`src/hw/rtl/command_frame_decimal_parser_assert.svh`:
```
// Assertion macros used by the command frame decimal parser top level.
`ifndef COMMAND_FRAME_DECIMAL_PARSER_ASSERT_SVH
`define COMMAND_FRAME_DECIMAL_PARSER_ASSERT_SVH

// Check that a condition implies a consequence in the same cycle.
`define CFDP_ASSERT_SAME(label, ante, cons) \
  label: assert property (@(posedge clk) disable iff (rst) (ante) |-> (cons)) \
    else $error("cfdp assertion failed");

// Check that a condition implies a consequence in the next cycle.
`define CFDP_ASSERT_NEXT(label, ante, cons) \
  label: assert property (@(posedge clk) disable iff (rst) (ante) |=> (cons)) \
    else $error("cfdp assertion failed");

`endif

```
`src/hw/rtl/cfdp_pkg.sv`:
```
// Package with constants, types and helper functions of the frame parser.
`timescale 1ns / 1ps
package cfdp_pkg;

  localparam int MATCH_BYTES     = 8;
  localparam int FRACTION_DIGITS = 3;
  localparam int VALUE_BITS      = 32;

  localparam int CFG_W  = 64;
  localparam int MAG_W  = VALUE_BITS - 1;
  localparam int W10_W  = 24;
  localparam int SUM_W  = ((MAG_W + 4) > (W10_W + 4) ? (MAG_W + 4) : (W10_W + 4)) + 1;
  localparam int FC_W   = (FRACTION_DIGITS > 0) ? $clog2(FRACTION_DIGITS + 1) : 1;
  localparam int IDX_W  = (MATCH_BYTES > 1) ? $clog2(MATCH_BYTES) : 1;

  localparam logic [3:0] MATCH_LEN = 4'(MATCH_BYTES);

  // Characters of interest.
  localparam logic [7:0] CHAR_MINUS = 8'h2D;
  localparam logic [7:0] CHAR_DOT   = 8'h2E;
  localparam logic [7:0] CHAR_ZERO  = 8'h30;
  localparam logic [7:0] CHAR_NINE  = 8'h39;

  // Event kinds.
  localparam logic KIND_VALUE  = 1'b0;
  localparam logic KIND_TOGGLE = 1'b1;

  // Configuration register indexes.
  localparam logic [1:0] REG_VALUE_PREFIX       = 2'd0;
  localparam logic [1:0] REG_VALUE_PREFIX_LEN   = 2'd1;
  localparam logic [1:0] REG_TOGGLE_COMMAND     = 2'd2;
  localparam logic [1:0] REG_TOGGLE_COMMAND_LEN = 2'd3;

  // Most negative value, never produced by a saturated magnitude.
  localparam logic signed [VALUE_BITS-1:0] VALUE_MIN = {1'b1, {(VALUE_BITS-1){1'b0}}};

  // One byte moving through the parse stage.
  typedef struct packed {
    logic       fire;
    logic       last;
    logic [7:0] data;
  } step_t;

  // Match results for the byte being processed.
  typedef struct packed {
    logic parse_en;
    logic value_ok;
    logic toggle_ok;
  } match_t;

  // Number state after the byte being processed.
  typedef struct packed {
    logic             digit_seen;
    logic             negative;
    logic [MAG_W-1:0] magnitude;
  } parse_t;

  // Power of ten for a small exponent.
  function automatic logic [W10_W-1:0] pow10(input int n);
    logic [W10_W-1:0] r;
    r = W10_W'(1);
    for (int i = 0; i < 6; i++) begin
      if (i < n) begin
        r = W10_W'(r * W10_W'(10));
      end
    end
    return r;
  endfunction

  // A length above the match width counts as the match width.
  function automatic logic [3:0] clamp_len(input logic [3:0] len);
    return (len > MATCH_LEN) ? MATCH_LEN : len;
  endfunction

endpackage

```
`src/hw/rtl/command_frame_decimal_parser.sv`:
```
// Top level of the command frame decimal parser.
// Usage:
//   The input channel (in_valid, in_ready, rx_byte, frame_end) takes one frame
//   byte per word; frame_end marks the last byte of a frame.
//   The output channel (out_valid, out_ready, event_kind, value_milli) gives at
//   most one event per frame: a set-value event with the number in thousandths,
//   or a toggle command event with a value of zero.
//   The configuration port (cfg_write, cfg_index, cfg_data) writes the prefix,
//   the command and their lengths; write it only while no frame is in flight.
// Timing:
//   One word is taken every cycle while in_ready is high. A byte waits in the
//   input register and is then parsed in a single pass into the result
//   register, from which the event of a frame is given after its last byte.
//   The rate is set by the one-byte parse step, which is combinational.
// Reset and stalls:
//   Reset clears the frame state, the configuration and both pipeline valids.
//   While the receiver holds out_ready low with an event pending, the input
//   register holds one more word, after which in_ready drops.
`timescale 1ns / 1ps
`include "command_frame_decimal_parser_assert.svh"
module command_frame_decimal_parser (
  input  logic                                   clk,
  input  logic                                   rst,
  input  logic                                   in_valid,
  output logic                                   in_ready,
  input  logic [7:0]                             rx_byte,
  input  logic                                   frame_end,
  output logic                                   out_valid,
  input  logic                                   out_ready,
  output logic                                   event_kind,
  output logic signed [cfdp_pkg::VALUE_BITS-1:0] value_milli,
  input  logic                                   cfg_write,
  input  logic [1:0]                             cfg_index,
  input  logic [cfdp_pkg::CFG_W-1:0]             cfg_data
);

  logic [cfdp_pkg::CFG_W-1:0] value_prefix;
  logic [3:0]                 value_prefix_len;
  logic [cfdp_pkg::CFG_W-1:0] toggle_command;
  logic [3:0]                 toggle_command_len;

  logic       in_valid_q;
  logic [7:0] byte_q;
  logic       last_q;
  logic       advance;

  cfdp_pkg::step_t  step;
  cfdp_pkg::match_t match;
  cfdp_pkg::parse_t number;

  logic                                   emit_value;
  logic                                   emit_toggle;
  logic signed [cfdp_pkg::VALUE_BITS-1:0] signed_value;

  // Configuration registers.
  always_ff @(posedge clk) begin
    if (rst) begin
      value_prefix       <= '0;
      value_prefix_len   <= '0;
      toggle_command     <= '0;
      toggle_command_len <= '0;
    end else if (cfg_write) begin
      case (cfg_index)
        cfdp_pkg::REG_VALUE_PREFIX:       value_prefix       <= cfg_data;
        cfdp_pkg::REG_VALUE_PREFIX_LEN:   value_prefix_len   <= cfg_data[3:0];
        cfdp_pkg::REG_TOGGLE_COMMAND:     toggle_command     <= cfg_data;
        cfdp_pkg::REG_TOGGLE_COMMAND_LEN: toggle_command_len <= cfg_data[3:0];
        default: begin
        end
      endcase
    end
  end

  // The held byte moves on when the result register is free or being emptied.
  assign advance  = in_valid_q && (!out_valid || out_ready);
  assign in_ready = !in_valid_q || advance;

  // Input register.
  always_ff @(posedge clk) begin
    if (rst) begin
      in_valid_q <= 1'b0;
    end else if (in_ready) begin
      in_valid_q <= in_valid;
    end
  end

  always_ff @(posedge clk) begin
    if (in_valid && in_ready) begin
      byte_q <= rx_byte;
      last_q <= frame_end;
    end
  end

  assign step.fire = advance;
  assign step.last = last_q;
  assign step.data = byte_q;

  cfdp_match u_match (
    .clk                (clk),
    .rst                (rst),
    .step               (step),
    .value_prefix       (value_prefix),
    .value_prefix_len   (value_prefix_len),
    .toggle_command     (toggle_command),
    .toggle_command_len (toggle_command_len),
    .match              (match)
  );

  cfdp_parse u_parse (
    .clk      (clk),
    .rst      (rst),
    .step     (step),
    .parse_en (match.parse_en),
    .number   (number)
  );

  // Event selection at the last byte; a value event wins over the toggle.
  assign emit_value   = last_q && match.value_ok && number.digit_seen;
  assign emit_toggle  = last_q && !emit_value && match.toggle_ok;
  assign signed_value = number.negative ?
                        -$signed({1'b0, number.magnitude}) :
                        $signed({1'b0, number.magnitude});

  // Result register.
  always_ff @(posedge clk) begin
    if (rst) begin
      out_valid <= 1'b0;
    end else if (advance) begin
      out_valid <= emit_value || emit_toggle;
    end else if (out_ready) begin
      out_valid <= 1'b0;
    end
  end

  always_ff @(posedge clk) begin
    if (advance && (emit_value || emit_toggle)) begin
      event_kind  <= emit_value ? cfdp_pkg::KIND_VALUE : cfdp_pkg::KIND_TOGGLE;
      value_milli <= emit_value ? signed_value : '0;
    end
  end

  // Checks on event contents and pipeline control.
  `CFDP_ASSERT_SAME(a_toggle_zero, out_valid && event_kind == cfdp_pkg::KIND_TOGGLE, value_milli == '0)
  `CFDP_ASSERT_SAME(a_value_range, out_valid && event_kind == cfdp_pkg::KIND_VALUE, value_milli != cfdp_pkg::VALUE_MIN)
  `CFDP_ASSERT_SAME(a_stall_cause, !in_ready, in_valid_q && out_valid && !out_ready)
  `CFDP_ASSERT_NEXT(a_event_on_last, advance && !last_q, !out_valid)

endmodule

```
`src/hw/rtl/cfdp_match.sv`:
```
// Byte position counter and prefix / command comparison for each frame.
`timescale 1ns / 1ps
module cfdp_match (
  input  logic                       clk,
  input  logic                       rst,
  input  cfdp_pkg::step_t            step,
  input  logic [cfdp_pkg::CFG_W-1:0] value_prefix,
  input  logic [3:0]                 value_prefix_len,
  input  logic [cfdp_pkg::CFG_W-1:0] toggle_command,
  input  logic [3:0]                 toggle_command_len,
  output cfdp_pkg::match_t           match
);

  logic [3:0] byte_position;
  logic       prefix_matching;
  logic       command_matching;

  logic [3:0] byte_position_next;
  logic       prefix_matching_next;
  logic       command_matching_next;

  logic [3:0]                    plen;
  logic [3:0]                    clen;
  logic [cfdp_pkg::IDX_W-1:0]    idx;
  logic [7:0]                    prefix_byte;
  logic [7:0]                    command_byte;
  logic [4:0]                    length;

  assign plen         = cfdp_pkg::clamp_len(value_prefix_len);
  assign clen         = cfdp_pkg::clamp_len(toggle_command_len);
  assign idx          = byte_position[cfdp_pkg::IDX_W-1:0];
  assign prefix_byte  = value_prefix[8*idx +: 8];
  assign command_byte = toggle_command[8*idx +: 8];
  assign length       = {1'b0, byte_position} + 5'd1;

  // Compare the current byte against both patterns.
  always_comb begin
    prefix_matching_next = prefix_matching;
    if (byte_position < plen && prefix_byte != step.data) begin
      prefix_matching_next = 1'b0;
    end
    command_matching_next = command_matching && (byte_position < clen) &&
                            (command_byte == step.data);
    byte_position_next = (byte_position == 4'hF) ? byte_position : byte_position + 4'd1;
  end

  // Bytes after a still matching prefix feed the number parser.
  assign match.parse_en  = (byte_position >= plen) && (plen != 4'd0) && prefix_matching;
  assign match.value_ok  = (plen != 4'd0) && prefix_matching_next &&
                           (length > {1'b0, plen});
  assign match.toggle_ok = (clen != 4'd0) && command_matching_next &&
                           (length == {1'b0, clen});

  // Frame state returns to its start after the last word of a frame.
  always_ff @(posedge clk) begin
    if (rst || (step.fire && step.last)) begin
      byte_position    <= 4'd0;
      prefix_matching  <= 1'b1;
      command_matching <= 1'b1;
    end else if (step.fire) begin
      byte_position    <= byte_position_next;
      prefix_matching  <= prefix_matching_next;
      command_matching <= command_matching_next;
    end
  end

endmodule

```
`src/hw/rtl/cfdp_parse.sv`:
```
// Signed decimal parser that accumulates a saturating fixed point magnitude.
`timescale 1ns / 1ps
module cfdp_parse (
  input  logic             clk,
  input  logic             rst,
  input  cfdp_pkg::step_t  step,
  input  logic             parse_en,
  output cfdp_pkg::parse_t number
);

  typedef enum logic [1:0] {PH_SIGN, PH_INT, PH_FRAC, PH_DONE} phase_t;

  phase_t                       phase;
  logic                         negative_sign;
  logic                         digit_seen;
  logic [cfdp_pkg::MAG_W-1:0]   magnitude;
  logic [cfdp_pkg::FC_W-1:0]    fraction_count;

  phase_t                       phase_next;
  logic                         negative_sign_next;
  logic                         digit_seen_next;
  logic [cfdp_pkg::MAG_W-1:0]   magnitude_next;
  logic [cfdp_pkg::FC_W-1:0]    fraction_count_next;

  logic                         is_digit;
  logic [3:0]                   digit;
  logic                         frac_mode;
  logic                         frac_room;
  logic [cfdp_pkg::W10_W-1:0]   weight;
  logic [cfdp_pkg::SUM_W-1:0]   base;
  logic [cfdp_pkg::SUM_W-1:0]   prod;
  logic [cfdp_pkg::SUM_W-1:0]   sum;
  logic [cfdp_pkg::MAG_W-1:0]   sat;

  assign is_digit  = (step.data >= cfdp_pkg::CHAR_ZERO) && (step.data <= cfdp_pkg::CHAR_NINE);
  assign digit     = 4'(step.data - cfdp_pkg::CHAR_ZERO);
  assign frac_mode = (phase == PH_FRAC);
  assign frac_room = (int'(fraction_count) < cfdp_pkg::FRACTION_DIGITS);

  // Integer digits scale the magnitude by ten; fraction digits add at their weight.
  assign weight = frac_mode ?
                  cfdp_pkg::pow10(cfdp_pkg::FRACTION_DIGITS - 1 - int'(fraction_count)) :
                  cfdp_pkg::pow10(cfdp_pkg::FRACTION_DIGITS);
  assign base   = frac_mode ? cfdp_pkg::SUM_W'(magnitude) :
                  (cfdp_pkg::SUM_W'(magnitude) << 3) + (cfdp_pkg::SUM_W'(magnitude) << 1);
  assign prod   = cfdp_pkg::SUM_W'(digit) * cfdp_pkg::SUM_W'(weight);
  assign sum    = base + prod;
  assign sat    = (|sum[cfdp_pkg::SUM_W-1:cfdp_pkg::MAG_W]) ? {cfdp_pkg::MAG_W{1'b1}} :
                  sum[cfdp_pkg::MAG_W-1:0];

  // Next parse state for the current byte.
  always_comb begin
    phase_next          = phase;
    negative_sign_next  = negative_sign;
    digit_seen_next     = digit_seen;
    magnitude_next      = magnitude;
    fraction_count_next = fraction_count;
    if (step.fire && parse_en) begin
      case (phase)
        PH_SIGN, PH_INT: begin
          if (phase == PH_SIGN && step.data == cfdp_pkg::CHAR_MINUS) begin
            negative_sign_next = 1'b1;
            phase_next         = PH_INT;
          end else if (is_digit) begin
            magnitude_next  = sat;
            digit_seen_next = 1'b1;
            phase_next      = PH_INT;
          end else if (step.data == cfdp_pkg::CHAR_DOT) begin
            phase_next = PH_FRAC;
          end else begin
            phase_next = PH_DONE;
          end
        end
        PH_FRAC: begin
          if (is_digit) begin
            if (frac_room) begin
              magnitude_next      = sat;
              fraction_count_next = cfdp_pkg::FC_W'(fraction_count + 1'b1);
            end
            digit_seen_next = 1'b1;
          end else begin
            phase_next = PH_DONE;
          end
        end
        default: begin
          phase_next = phase;
        end
      endcase
    end
  end

  assign number.digit_seen = digit_seen_next;
  assign number.negative   = negative_sign_next;
  assign number.magnitude  = magnitude_next;

  // Parse state, cleared after the last word of every frame.
  always_ff @(posedge clk) begin
    if (rst || (step.fire && step.last)) begin
      phase          <= PH_SIGN;
      negative_sign  <= 1'b0;
      digit_seen     <= 1'b0;
      magnitude      <= '0;
      fraction_count <= '0;
    end else begin
      phase          <= phase_next;
      negative_sign  <= negative_sign_next;
      digit_seen     <= digit_seen_next;
      magnitude      <= magnitude_next;
      fraction_count <= fraction_count_next;
    end
  end

endmodule
```
`config.mk`:
```
export PLATFORM = sky130hd
export DESIGN_NAME = command_frame_decimal_parser
export DESIGN_NICKNAME = d
export VERILOG_FILES = /design/src/hw/rtl/cfdp_pkg.sv /design/src/hw/rtl/command_frame_decimal_parser.sv /design/src/hw/rtl/cfdp_match.sv /design/src/hw/rtl/cfdp_parse.sv
export VERILOG_INCLUDE_DIRS = /design/src /design/src/hw/rtl
export SDC_FILE = /design/constraint.sdc
export NUM_CORES = 1
export LEC_CHECK = 0
export ABC_AREA = 1
export BUFFER_PORTS_ARGS = -buffer_cell sky130_fd_sc_hd__clkbuf_2
export CAP_MARGIN = 40
export CORE_ASPECT_RATIO = 0.5
export CORE_UTILIZATION = 50
export DETAILED_ROUTE_END_ITERATION = 16
export MAX_ROUTING_LAYER = met4
export PLACE_DENSITY = 0.77
export SLEW_MARGIN = 15
export SYNTH_ARGS = -nofsm -noshare
export SYNTH_HDL_FRONTEND = slang
export SYNTH_SLANG_ARGS = --single-unit
```
`constraint.sdc`:
```
create_clock -name clk -period 11 [get_ports clk]
set_clock_uncertainty 0.2 [all_clocks]
set_input_delay 1.1 -clock clk [delete_from_list [all_inputs] [get_ports clk]]
set_output_delay 1.1 -clock clk [all_outputs]
set_load 0.05 [all_outputs]
```
After elaboration in Yosys (flattened, before gate mapping)
Cells that the tools add are included.
{"block": "word_totals", "reg_bits": 223, "in_bits": 80}
{"block": "classes", "mul": 6, "bitwise_logic": 1, "n_shift": 2, "mux": 34, "magnitude_cmp": 15, "eq_ne": 12, "n_addsub": 8, "reduce_logical": 43}
{"op": "two-way mux 31 bit", "n": 7}
{"op": "two-way mux 24 bit", "n": 6}
{"op": "indexed part select 64 x 7 -> 8 bit", "n": 2}
{"op": "multiplier 24 x 3 -> 23 bit, second input constant", "n": 4}
{"op": "less-than comparator 3 x 32 -> 1 bit, first input constant", "n": 2}
{"op": "less-than comparator 4 x 32 -> 1 bit, first input constant", "n": 2}
{"op": "case mux 31 bit (2 select lines)", "n": 1}
{"op": "adder 36 x 28 -> 36 bit", "n": 1}
{"op": "two-way mux 36 bit", "n": 1}
{"op": "adder 34 x 32 -> 35 bit", "n": 1}
{"op": "less-than comparator 1 x 32 -> 1 bit, first input constant", "n": 1}
{"op": "less-than comparator 2 x 32 -> 1 bit, first input constant", "n": 1}
{"op": "negation 31 -> 32 bit", "n": 1}
{"op": "multiplier 4 x 24 -> 28 bit", "n": 1}
{"op": "logical AND 1 bit", "n": 20}
{"op": "== test 8 x 6 -> 1 bit, second input constant", "n": 2}
{"op": "two-way mux 4 bit", "n": 3}
{"op": "AND reduction 2 bit", "n": 6}
{"op": "two-way mux 1 bit", "n": 11}
{"op": "== test 8 bit", "n": 1}
{"op": "greater-or-equal comparator 8 x 6 -> 1 bit, second input constant", "n": 1}
{"op": "> comparator 4 bit, second input constant", "n": 2}
{"op": "<= comparator 8 x 6 -> 1 bit, second input constant", "n": 1}
{"op": "less-than comparator 4 bit", "n": 2}
{"op": "28 further kinds", "n": 41}

Longest topological paths before layout
Gate-level depths: netlist of run 1.
{"block": "logic_depth", "word_depth": 24, "mapped_depth": 45, "ltp_nobuf": 42}

Cells and area by module
From an unflattened synthesis of run 1, not the netlist that was laid out.
{"block": "unflattened", "cells_unflattened": 2801, "area_unflattened_um2": 17790.8}
{"module": "cfdp_parse", "area_each_um2": 7951.4, "cells_each": 1413, "instances": 1}
{"module": "command_frame_decimal_parser", "area_each_um2": 7472.2, "cells_each": 917, "instances": 1}
{"module": "cfdp_match", "area_each_um2": 2367.3, "cells_each": 471, "instances": 1}

Least setup slack after synthesis of run 1
No wires, ideal clock.
{"block": "synth_timing", "path_type": "register to register", "start": "register u_parse.phase[1]", "end": "register value_milli[16] (netlist bit) (data pin)", "path_stages_with_launch": 42, "required_ps": 10547, "arrival_ps": 6502, "path_slack_ps": 4046, "n_path_buf": 3, "setup_ps": 253, "path_cell_list": "dfxtp_1 > inv_2 > nor2_4 > inv_2 > buf_2 > clkbuf_1 > nor2_1 > o21ai_0 > or2_2 > fa_1 > fa_1 > fa_1 > inv_1 > ha_1 > nand3_1 > nand3_1 > a21boi_1 > o21ai_2 > [6 not listed] > nand2_1 > nand2_2 > nor2_4 > buf_6 > nand4_1 > nand2_1 > nand2_1 > a21oi_2 > ha_1 > nand3_1 > nor2_1 > nand2_1 > nor2_2 > nand2_2 > o21ai_1 > nand2_1 > nand2_1 > nor2_1"}
{"block": "synth_between", "elab_chain_cells": 12, "elab_cells_between_ends": 26}
{"item": "start: declaration", "line": "cfdp_parse.sv:13", "text": "phase_t phase;"}
{"item": "start signal: assignment", "line": "cfdp_parse.sv:105", "text": "phase <= phase_next;"}
{"item": "== test 2 bit", "line": "cfdp_parse.sv:37, cfdp_parse.sv:59"}
{"item": "two-way mux 24 bit", "line": "cfdp_parse.sv:41", "text": "assign weight = frac_mode ?"}
{"item": "multiplier 4 x 24 -> 28 bit", "line": "cfdp_parse.sv:46", "text": "assign prod = cfdp_pkg::SUM_W'(digit) * cfdp_pkg::SUM_W'(weight);"}
{"item": "adder 36 x 28 -> 36 bit", "line": "cfdp_parse.sv:47", "text": "assign sum = base + prod;"}
{"item": "OR reduction 5 bit", "line": "cfdp_parse.sv:48", "text": "assign sat = (|sum[cfdp_pkg::SUM_W-1:cfdp_pkg::MAG_W]) ? {cfdp_pkg::MAG_W{1'b1}} :"}
{"item": "two-way mux 31 bit", "line": "cfdp_parse.sv:48"}
{"item": "two-way mux 31 bit, on equally long branches", "line": "cfdp_parse.sv:76, cfdp_parse.sv:64"}
{"item": "two-way mux 31 bit, on equally long branches", "line": "cfdp_parse.sv:75, cfdp_parse.sv:61"}
{"item": "case mux 31 bit (2 select lines)", "line": "cfdp_parse.sv:59", "text": "case (phase)"}
{"item": "two-way mux 31 bit", "line": "cfdp_parse.sv:58", "text": "if (step.fire && parse_en) begin"}
{"item": "negation 31 -> 32 bit", "line": "command_frame_decimal_parser.sv:121", "text": "-$signed({1'b0, number.magnitude}) :"}
{"item": "two-way mux 31 bit", "line": "command_frame_decimal_parser.sv:120", "text": "assign signed_value = number.negative ?"}
{"item": "end signal: assignment", "line": "command_frame_decimal_parser.sv:138", "text": "value_milli <= emit_value ? signed_value : '0;"}
{"item": "end: declaration", "line": "command_frame_decimal_parser.sv:31", "text": "output logic signed [cfdp_pkg::VALUE_BITS-1:0] value_milli,"}
Parallel ways exist; a longest one is shown, timed or not.
A chain may end at the register's enable or synchronous reset.

Worst setup path in the final report of run 1
{"block": "layout_timing", "start": "register u_parse.phase[1]", "end": "register value_milli[30] (netlist bit) (data pin)"}
The elaborated chain is that of the path after synthesis.

==> key figures, run 1 <==
Status
  – Status: finished clean

Die
  – Row count: 46
  – Die H: 130 um
  – Core area: between 30000 and 40000 um^2
  – # IOs: 115
  – DIE WIDTH: 259 um
  – Initial Util: 51.5%
  – Die area: around 34000 um^2

Route
  – Total wire length: 47.2 mm
  – Initial drt markers: 1366
  – Residual DRC count: 0
  – Wire length per cell: 15.3 um
  – Post-route ant nets: 0
  – Vias after detailed routing: 16700
  – Avg Vias per Cell: 5.43
  – DRT Pass-1 Iters: 5

Synthesis
  – Post-synth EDFFs: 42
  – Count leader, synth: nand2_1
  – Most frequent cells after synthesis: nand2_1 (594), inv_1 (337), nor2_1 (334)
  – Synth top area share: 22.0%
  – Sequential area share after synthesis: 29.6%
  – Ys async rst share: 0%
  – Synth Area per Inst: 6.40 um^2
  – Distinct cell type count after synthesis: 51
  – Post-Syn Area: 16500 um^2
  – Synth top area cells: dfxtp_1 (22%), nand2_1 (14%), o21ai_0 (7.9%)
  – Cell taking the most area after synthesis: dfxtp_1
  – Number of synthesis warnings: 0
  – Seq cells post-synth: approximately 220
  – Synth Flop Type: dfxtp_1
  – Post-Syn Instances: 2578

Clock network
  – Post-CTS Resized: 0
  – CTS tree: built
  – TritonCTS Buffers: 22
  – Clk_lat worst skew: 0.54 ns
  – Clock Path Buffers: 3
  – CTS Sinks: 223
  – Clock transition at path regs: 0.07 ns
  – Cell at the root of the clock tree: clkbuf_16
  – Number of hold buffers added after cts: 0
  – CTS H-tree lvls: 1
  – Post-CTS setup buffers: 0

Power
  – P per Cell Area: 118 nW/um^2
  – Logic pwr share: approximately a quarter
  – Sw power: around 700 uW
  – Overall Power: 2.15 mW
  – Worst-case vdd ir drop: 0.000102 V
  – Flop pwr share: 40.9%
  – Switching share of power: between 30% and 40%
  – Power share of the clock group: 35.8%
  – Pint: approximately 1.5 mW
  – Leakage: 8.61 nW

Place
  – GPL Wtd Cong: 0.972
  – Placed Cells: just over 3000
  – PortBufs: approximately 110
  – Final HPWL DP: between 30 and 40 mm

Global routing
  – Antenna violations before repair: 0
  – Vias in the first global route: 15200
  – Largest net degree at the start of global routing: 92
  – First-pass GRT wire length: 76.6 mm
  – Gr ovfl total: 0
  – Total GRT Usage: 28.6%

Finish
  – Post-route insts no fill: 3075
  – Share of cells above drive strength 1: 9.46%
  – FILL cells: 3143
  – Area grow syn2layout: 10.2%
  – N_diodes: 0
  – Final nets: 2811

Critical path
  – Crit-path max FO: 53
  – Critical Path RT: 11.07 ns
  – Crit Path Class: reg -> reg
  – Cell mode on critical path: nand2_1
  – Slowest stage delay, CP: 0.54 ns
  – Worst Path Arrival: ~8.1 ns
  – Critical path capture point type: flip-flop
  – Setup crit start kind: flip-flop
  – Slowest CP cell: fa_1

STA
  – Fin crit period: 7.99 ns
  – Fin crit share: 72.6%
  – Setup TNS: 0 ns
  – Hold Vio Cnt, Final: 0
  – Relative slew slack: about half
  – Worst Tran Pin Value: 0.775 ns
  – RSZ-0062 raised after global routing: false
  – Final setup vio count: 0
  – Fmax: 125 MHz
  – Slew Limit Fails: 0

Run
  – Max_cap viols: 0

Worst hold path
  – Worst hold path class: reg -> reg
-- stage by stage --
| stage | cell area (um^2) | hold slack (ns) | worst slack (ns) | util (%) |
|---|---|---|---|---|
| 6_report | 18200 | 0.242 | 3.01 | 56.7 |
| 5_1_grt | 18200 | 0.258 | 2.34 | 56.7 |
| 4_1_cts | 18200 | 0.242 | 3.09 | 56.7 |
| 3_5_place_dp | 17400 | 0.233 | 3.11 | 54.4 |
| 3_3_place_gp | 17300 | 0.229 | 3.32 | 54.0 |
| 2_1_floorplan | 16500 | 0.220 | 4.05 | - |
-- cells by family after synthesis --
| family | count (synthesis) | share of synthesized area, % |
|---|---|---|
| simple gates | 1194 | 30.6 |
| xor+xnor | 43 | 2.28 |
| buf+inv | 475 | 11.1 |
| other cells | 2 | 0.0455 |
| fa+ha+maj | 104 | 9.25 |
| flops | 223 | 29.6 |
| compound gates | 537 | 17.1 |
-- flip-flops by register name, summed over array words and instances (netlist names), 4 cells and up --
signal,cells
toggle_command_len,4
u_parse.magnitude,31
value_prefix_len,4
u_match.byte_position,4
toggle_command,64
value_milli,32
byte_q,8
value_prefix,64
-- cell type report --
| cell class | count | area (um^2) | share of cell area [%] |
|---|---|---|---|
| Clock buffer | 29 | 618 | 3.40 |
| Multi-Input combinational cell | 1885 | 9840 | 54.1 |
| Sequential cell | 223 | 4890 | 26.9 |
| Tap cell | 432 | 541 | 2.97 |
| Timing Repair Buffer | 139 | 845 | 4.64 |
| Inverter | 356 | 1340 | 7.35 |
| Clock inverter | 11 | 118 | 0.647 |
-- critical path: cells and delay by family, from the launching register on --
family | cells | cell delay [ns]
compound gates | 3 | 0.57
fa+ha+maj | 5 | 2.17
buf+inv | 5 | 0.86
flops | 1 | 0.34
simple gates | 26 | 3.52
-- metal layers --
| metal | vias to the layer above | wire length [um] | part of all wire (%) | GRT usage [%] |
|---|---|---|---|---|
| met5 | - | 0 | 0 | - |
| met4 | 0 | 1190 | 2.5 | 7.83 |
| met3 | 85 | 2750 | 5.8 | 3.20 |
| met2 | 519 | 22100 | 47 | 48.0 |
| met1 | 7669 | 21200 | 45 | 36.9 |
| li1 | 8432 | - | - | - |
-- power by group through the flow --
stage | clock (mW) | sequential [mW] | combinational, mW
after floorplan | 0 | 0.891 | 0.373
after global placement | 0 | 0.897 | 0.484
after detailed placement | 0 | 0.898 | 0.495
after CTS | 0.777 | 0.880 | 0.499
after global routing | 0.812 | 0.883 | 0.573
final | 0.769 | 0.880 | 0.501
-- path summary, 6_finish.rpt --
path	start	endpoint	slack (ns)	depth (start not counted)
setup / recovery	u_parse.phase[1]$_SDFFE_PP0P_	value_milli[30]$_SDFFCE_PN0P_	3.01	39
hold / removal	toggle_command[26]$_SDFFE_PP0P_	toggle_command[26]$_SDFFE_PP0P_	0.24	2
setup reg to reg	u_parse.phase[1]$_SDFFE_PP0P_	value_milli[30]$_SDFFCE_PN0P_	3.01	39
hold reg to reg	toggle_command[26]$_SDFFE_PP0P_	toggle_command[26]$_SDFFE_PP0P_	0.24	2
-- cells in the final DEF (no fill, tap or decap), types with 4 or more instances in the layout --
master	n
o221ai_1	4
buf_4	18
or2_2	7
dfxtp_1	180
clkbuf_2	114
xnor2_1	20
conb_1	7
nand3b_1	5
a21boi_1	4
a21oi_1	216
xor2_1	23
nand3_1	110
o21ai_0	259
nor2_1	333
clkbuf_16	23
inv_2	14
ha_1	74
clkbuf_1	4
fa_1	30
nor2_4	6
o21ai_1	12
a31oi_1	7
nand2_2	20
edfxtp_1	42
nor3_1	17
nor2_2	10
nor4_1	4
o22ai_1	8
inv_1	336
clkinv_1	6
nand2_1	594
and2_1	5
nand4_1	76
clkinv_2	6
(Power assumes the default switching activity.)
==> inputs of run 2 (changes only) <==
--- a/config.mk
+++ b/config.mk
@@ -13,7 +13,7 @@
 export CORE_UTILIZATION = 50
 export DETAILED_ROUTE_END_ITERATION = 16
 export MAX_ROUTING_LAYER = met4
-export PLACE_DENSITY = 0.77
+export PLACE_DENSITY = 0.8
 export SLEW_MARGIN = 15
 export SYNTH_ARGS = -nofsm -noshare
 export SYNTH_HDL_FRONTEND = slang
==> constraint.sdc (replaced) <==
create_clock -name clk -period 6.5 [get_ports clk]
set_clock_uncertainty 0.2 [all_clocks]
set_input_delay 0.65 -clock clk [delete_from_list [all_inputs] [get_ports clk]]
set_output_delay 0.65 -clock clk [all_outputs]
set_load 0.05 [all_outputs]
==> run 2 against run 1 <==
Compared with the run above:
- the flow now finishes with violations (setup timing)
- power is 78% higher
- cell area is 6.5% higher
- global-route usage is 1.6 points higher
- non-clock buffer count is 70 higher
- worst setup slack worse by 3.0 ns
- critical endpoint is now value_milli[12]$_SDFFCE_PN0P_
- highest routed layer unchanged
==> key figures, run 2 (synthesis results as in run 1) <==
STA
  – RSZ-0062 raised after global routing: true (was false)
  – Fin crit period: 6.51 ns (was 7.99 ns)
  – Hold Vio Cnt, Final: 0 (unchanged)
  – Worst Tran Pin Value: 0.788 ns (was 0.775 ns)
  – Final Worst Setup Slack: -0.00658 ns (was 3.01 ns)
  – Relative slew slack: 47.2% (was 48.3%)
  – Fin crit share: 100% (was 72.6%)
  – Fmax: 154 MHz (was 125 MHz)
  – Slew Limit Fails: 0 (unchanged)
  – Final setup vio count: 2 (was 0)

Critical path
  – Slowest stage delay, CP: 0.56 ns (was 0.54 ns)
  – Critical path capture point type: flip-flop (unchanged)
  – R2R cell count: 37 (was 39)
  – Cell mode on critical path: nand2_1 (unchanged)
  – Crit Path Class: reg -> reg (unchanged)
  – Slowest CP cell: fa_1 (unchanged)
  – Worst Path Arrival: 6.58 ns (was 8.06 ns)
  – Critical Path RT: 6.58 ns (was 11.07 ns)
  – Setup crit start kind: flip-flop (unchanged)
  – Crit-path max FO: 14 (was 53)

Clock network
  – TritonCTS Buffers: 22 (unchanged)
  – CTS H-tree lvls: 1 (unchanged)
  – CTS Sinks: 223 (unchanged)
  – Clk_lat worst skew: 0.56 ns (was 0.54 ns)
  – Clock Path Buffers: 3 (unchanged)
  – Cell at the root of the clock tree: clkbuf_16 (unchanged)
  – CTS tree: built (unchanged)
  – Clock transition at path regs: 0.08 ns (was 0.07 ns)

Global routing
  – Largest net degree at the start of global routing: 73 (was 92)
  – First-pass GRT wire length: 80.3 mm (was 76.6 mm)
  – Vias in the first global route: 15900 (was 15200)
  – Total GRT Usage: 30.2% (was 28.6%)
  – Gr ovfl total: 0 (unchanged)
  – Antenna violations before repair: 0 (unchanged)

Place
  – GPL Wtd Cong: 0.972 (about the same)
  – Final HPWL DP: 36.7 mm (was 34.7 mm)
  – DP Worst Slack: -0.124 ns (was 3.11 ns)
  – PortBufs: 114 (unchanged)

Die
  – Initial Util: 51.5% (unchanged)
  – Die H: 130 um (unchanged)
  – # IOs: 115 (unchanged)
  – Core area: 32100 um^2 (unchanged)
  – Row count: 46 (unchanged)
  – DIE WIDTH: 259 um (unchanged)
  – Die area: 33800 um^2 (unchanged)

Route
  – Residual DRC count: 0 (unchanged)
  – Avg Vias per Cell: 5.50 (was 5.43)
  – Initial drt markers: 1599 (was 1366)
  – Total wire length: 50.8 mm (was 47.2 mm)
  – Post-route ant nets: 0 (unchanged)
  – DRT Pass-1 Iters: 6 (was 5)
  – Vias after detailed routing: 17300 (was 16700)
  – Wire length per cell: 16.2 um (was 15.3 um)

Finish
  – Most common cell after layout, fill and taps aside: nand2_1 (unchanged)
  – Final nets: 2882 (was 2811)
  – Reg area: 4890 um^2 (about the same)
  – Most frequent cells in the layout: nand2_1 (562), inv_1 (330), nor2_1 (307) (was nand2_1 (594), inv_1 (336), nor2_1 (333))
  – N_diodes: 0 (unchanged)
  – Area grow syn2layout: 17.4% (was 10.2%)
  – FILL cells: 2958 (was 3143)
  – Largest registers: toggle_command: 64 flops, value_prefix: 64 flops, value_milli: 32 flops (unchanged)
  – Share of cells above drive strength 1: 15.3% (was 9.46%)
  – Multi-input combinational cell area: 10300 um^2 (was 9840 um^2)

Worst hold path
  – Worst hold path class: in -> reg (was reg -> reg)
  – Hold depth: 1 (was 2)

Run
  – Max_cap viols: 0 (unchanged)

Power
  – Overall Power: 3.83 mW (was 2.15 mW)
  – P per Cell Area: 198 nW/um^2 (was 118 nW/um^2)
  – Worst-case vdd ir drop: 0.000203 V (was 0.000102 V)
  – Leakage: 9.17 nW (was 8.61 nW)

Status
  – Status: complete, but fails checks (was finished clean)
  – Failing checks: setup timing
-- run 2: cell types whose count changed in the layout (fill, tap and decap cells not counted), moves of 9 or more --
cell,previous run,this run
nand3_1,110,101
nand2_1,594,562
buf_4,18,72
nor2_1,333,307
nor2_2,10,23
nand2_2,20,47
ha_1,74,65
nor2_4,6,19
-- run 2: final timing paths --
path	start	to	slack, ns
worst max register to register	u_parse.phase[1]$_SDFFE_PP0P_	value_milli[12]$_SDFFCE_PN0P_	-0.007
worst min register to register	toggle_command[34]$_SDFFE_PP0P_	toggle_command[34]$_SDFFE_PP0P_	0.24
worst max-delay path	u_parse.phase[1]$_SDFFE_PP0P_	value_milli[12]$_SDFFCE_PN0P_	-0.007
worst min-delay path	rx_byte[3]	byte_q[3]$_DFFE_PP_	0.07
-- run 2: stage by stage --
step	instance area (um^2)	utilization (%)	cells	hold WS [ns]	setup TNS, ns
final	19400	60.4	3144	0.0679	-0.00920
after global routing	19400	60.4	3144	0.0589	-4.96
after CTS	18600	58.0	3110	0.0583	0
after detailed placement	17700	55.3	3069	0.232	-1.28
after global placement	17700	55.1	3065	0.229	0
after floorplan	16600	-	2583	0.220	0
-- run 2: layer usage --
layer | GRT usage, % | part of all wire (%) | vias up
li1 | - | - | 8569
met3 | 3.55 | 6.7 | 117
met2 | 48.9 | 46 | 643
met1 | 38.8 | 44 | 7958
met5 | - | 0 | -
met4 | 11.9 | 3.7 | 0
-- run 2: area by class of cell --
cell class,count,area share [%]
multi-input cells,1886,53.2
flip-flops and latches,223,25.2
repair buffers,209,7.92
inverters,356,6.91
clock buffers,30,3.31
well taps,432,2.79
clock inverters,8,0.633
-- run 2: power by group --
group,internal (mW),switching [mW],leakage (nW)
clock,0.778,0.577,0.375
sequential,1.46,0.0334,1.89
combinational,0.378,0.607,6.90
total,2.61,1.22,9.17
-- run 2: worst max-delay path: cells and delay by family (launching register included) --
kind                     cells  cell delay, ns
AND/OR/NAND/NOR             21            2.40
adder cells (fa/ha/maj)      4            1.82
AO/OA/AOI/OAI                7            0.99
buffers and inverters        5            0.49
flip-flops                   1            0.33
-- run 2: timing repair --
item,in CTS,in global routing
setup buffers,3,27
cloned,0,7
resized for setup,16,109
setup endpoints to repair,18,29
hold buffers,0,0
pin swaps,12,54
==> inputs of run 3 (changes only) <==
--- a/config.mk
+++ b/config.mk
@@ -10,10 +10,10 @@
 export BUFFER_PORTS_ARGS = -buffer_cell sky130_fd_sc_hd__clkbuf_2
 export CAP_MARGIN = 40
 export CORE_ASPECT_RATIO = 0.5
-export CORE_UTILIZATION = 50
+export CORE_UTILIZATION = 43
 export DETAILED_ROUTE_END_ITERATION = 16
 export MAX_ROUTING_LAYER = met4
-export PLACE_DENSITY = 0.8
+export PLACE_DENSITY = 0.71
 export SLEW_MARGIN = 15
 export SYNTH_ARGS = -nofsm -noshare
 export SYNTH_HDL_FRONTEND = slang
==> run 3 against run 2 <==
Compared with the run above:
- the run now ends clean
- sequential share of layout area hardly changed
- die area is 16% higher
- count of clock-buffer cells in the layout is 6 higher
- critical path depth is 1 higher
- sequential power about the same
- power decreased by 0.77%
- critical path type unchanged
==> key figures, run 3 (synthesis results as in run 1) <==
Critical path
  – Crit Path Class: reg -> reg (unchanged)
  – Worst Path Arrival: 6.47 ns (was 6.58 ns)
  – Setup crit start kind: flip-flop (unchanged)
  – Slowest CP cell: fa_1 (unchanged)
  – Cell mode on critical path: nand2_1 (unchanged)
  – Critical Path RT: 6.59 ns (was 6.58 ns)
  – Crit-path max FO: 25 (was 14)
  – Critical path capture point type: flip-flop (unchanged)
  – Slowest stage delay, CP: 0.54 ns (was 0.56 ns)

Route
  – Post-route ant nets: 0 (unchanged)
  – Total wire length: 50.0 mm (was 50.8 mm)
  – Initial drt markers: 1623 (was 1599)
  – Vias after detailed routing: 17000 (was 17300)
  – Residual DRC count: 0 (unchanged)
  – DRT Pass-1 Iters: 6 (unchanged)
  – Wire length per cell: 15.4 um (was 16.2 um)
  – Avg Vias per Cell: 5.24 (was 5.50)

Finish
  – Largest registers: toggle_command: 64 flops, value_prefix: 64 flops, value_milli: 32 flops (unchanged)
  – N_diodes: 0 (unchanged)
  – Share of cells above drive strength 1: 14.9% (was 15.3%)
  – Post-route insts no fill: 3240 (was 3144)
  – Area grow syn2layout: 17.2% (was 17.4%)
  – Most frequent cells in the layout: nand2_1 (570), inv_1 (330), nor2_1 (309) (was nand2_1 (562), inv_1 (330), nor2_1 (307))
  – Final nets: 2887 (was 2882)
  – Most common cell after layout, fill and taps aside: nand2_1 (unchanged)

Status
  – Status: finished clean (was complete, but fails checks)

Die
  – Die H: 141 um (was 130 um)
  – DIE WIDTH: 279 um (was 259 um)
  – Die area: 39200 um^2 (was 33800 um^2)
  – # IOs: 115 (unchanged)
  – Row count: 50 (was 46)
  – Initial Util: 43.9% (was 51.5%)
  – Core area: 37600 um^2 (was 32100 um^2)

Global routing
  – GRT met3 Usage: 2.94% (was 3.55%)
  – Antenna violations before repair: 0 (unchanged)
  – First-pass GRT wire length: 78.8 mm (was 80.3 mm)
  – Total GRT Usage: 25.6% (was 30.2%)
  – GR Util met1: 33.0% (was 38.8%)
  – Gr busiest metal: met2 (unchanged)
  – Vias in the first global route: 15400 (was 15900)
  – Largest net degree at the start of global routing: 81 (was 73)
  – Global-route met2 utilization: 41.6% (was 48.9%)
  – Gr ovfl total: 0 (unchanged)

Place
  – GPL Wtd Cong: 0.991 (was 0.972)
  – PortBufs: 114 (unchanged)
  – DP Worst Slack: 0.00116 ns (was -0.124 ns)
  – Placed Cells: 3166 (was 3069)
  – Final HPWL DP: 36.8 mm (was 36.7 mm)

Clock network
  – Clock Path Buffers: 3 (unchanged)
  – Clock transition at path regs: 0.06 ns (was 0.08 ns)
  – CTS Sinks: 223 (unchanged)
  – CTS tree: built (unchanged)
  – Number of hold buffers added after cts: 0 (unchanged)
  – CTS H-tree lvls: 1 (unchanged)
  – Clk_lat worst skew: 0.55 ns (was 0.56 ns)
  – Cell at the root of the clock tree: clkbuf_16 (unchanged)
  – TritonCTS Buffers: 23 (was 22)

STA
  – Fin crit share: 98.2% (was 100%)
  – Final setup vio count: 0 (was 2)
  – Final Worst Setup Slack: 0.117 ns (was -0.00658 ns)
  – RSZ-0062 raised after global routing: true (unchanged)
  – Fin crit period: 6.38 ns (was 6.51 ns)
  – Relative slew slack: 46.7% (was 47.2%)
  – Hold Vio Cnt, Final: 0 (unchanged)
  – Fmax: 157 MHz (was 154 MHz)
  – Worst Tran Pin Value: 0.795 ns (was 0.788 ns)
  – Slew Limit Fails: 0 (unchanged)

Power
  – P per Cell Area: 197 nW/um^2 (was 198 nW/um^2)
  – Leakage: 9.14 nW (was 9.17 nW)
  – Worst-case vdd ir drop: 0.000166 V (was 0.000203 V)

Worst hold path
  – Worst hold path class: in -> reg (unchanged)

Run
  – Max_cap viols: 0 (unchanged)
-- run 3: changes by cell type in the layout (fill, tap and decap cells not counted), moves of 4 or more --
cell	delta
a21oi_1	+4
buf_12	-4
buf_4	+11
clkbuf_1	+4
clkbuf_16	-4
nand2_1	+8
nand2_2	-8
nor2_4	-5
-- run 3: critical path: cells and delay by family (launching register included) --
kind	cells	cell delay [ns]
AND/OR/NAND/NOR	22	2.38
AO/OA/AOI/OAI	2	0.45
adder cells (fa/ha/maj)	4	1.86
flip-flops	1	0.34
buffers and inverters	10	0.89
-- run 3: worst paths after layout --
| path | to | slack, ns | startpoint | cells after the start |
|---|---|---|---|---|
| hold / removal | last_q$_DFFE_PP_ | 0.08 | frame_end | 1 |
| hold reg to reg | toggle_command[32]$_SDFFE_PP0P_ | 0.24 | toggle_command[32]$_SDFFE_PP0P_ | 2 |
| setup / recovery | value_milli[25]$_SDFFCE_PN0P_ | 0.12 | u_parse.phase[1]$_SDFFE_PP0P_ | 38 |
| setup reg to reg | value_milli[25]$_SDFFCE_PN0P_ | 0.12 | u_parse.phase[1]$_SDFFE_PP0P_ | 38 |
-- run 3: per-layer routing --
metal	routed length [um]	share of wire (%)
met1	22500	45
met2	23200	46
met3	2640	5.3
met4	1720	3.4
met5	0	0
-- run 3: cell type report --
type                       count  area (um^2)
clock buffer                  36          684
clock inverter                 6         81.3
fill                        3770        18300
inverter                     356         1340
multi-input combinational   1885        10200
sequential                   223         4890
tap                          520          651
timing repair buffer         214         1490
-- run 3: report_power, final --
group          switching, mW  internal [mW]
clock                  0.587          0.772
combinational          0.585          0.369
sequential            0.0304           1.46
-- run 3: what timing repair did --
action / in CTS / in global routing
resized for setup: 2 / 101
pin swaps: 1 / 46
endpoints found under the setup margin: 3 / 27
setup buffers: 0 / 29
cloned: 0 / 3
-- run 3: stage by stage --
step | setup TNS [ns] | instance area [um^2] | hold WS [ns] | power, mW | utilization (%)
detailed placement | 0 | 17900 | 0.233 | 2.40 | 47.6
global route | -3.56 | 19300 | 0.0645 | 4.00 | 51.4
CTS | 0 | 18700 | 0.0607 | 3.75 | 49.7
floorplan | 0 | 16600 | 0.220 | 2.15 | -
finish | 0 | 19300 | 0.0804 | 3.80 | 51.4
global placement | 0 | 17800 | 0.229 | 2.39 | 47.4
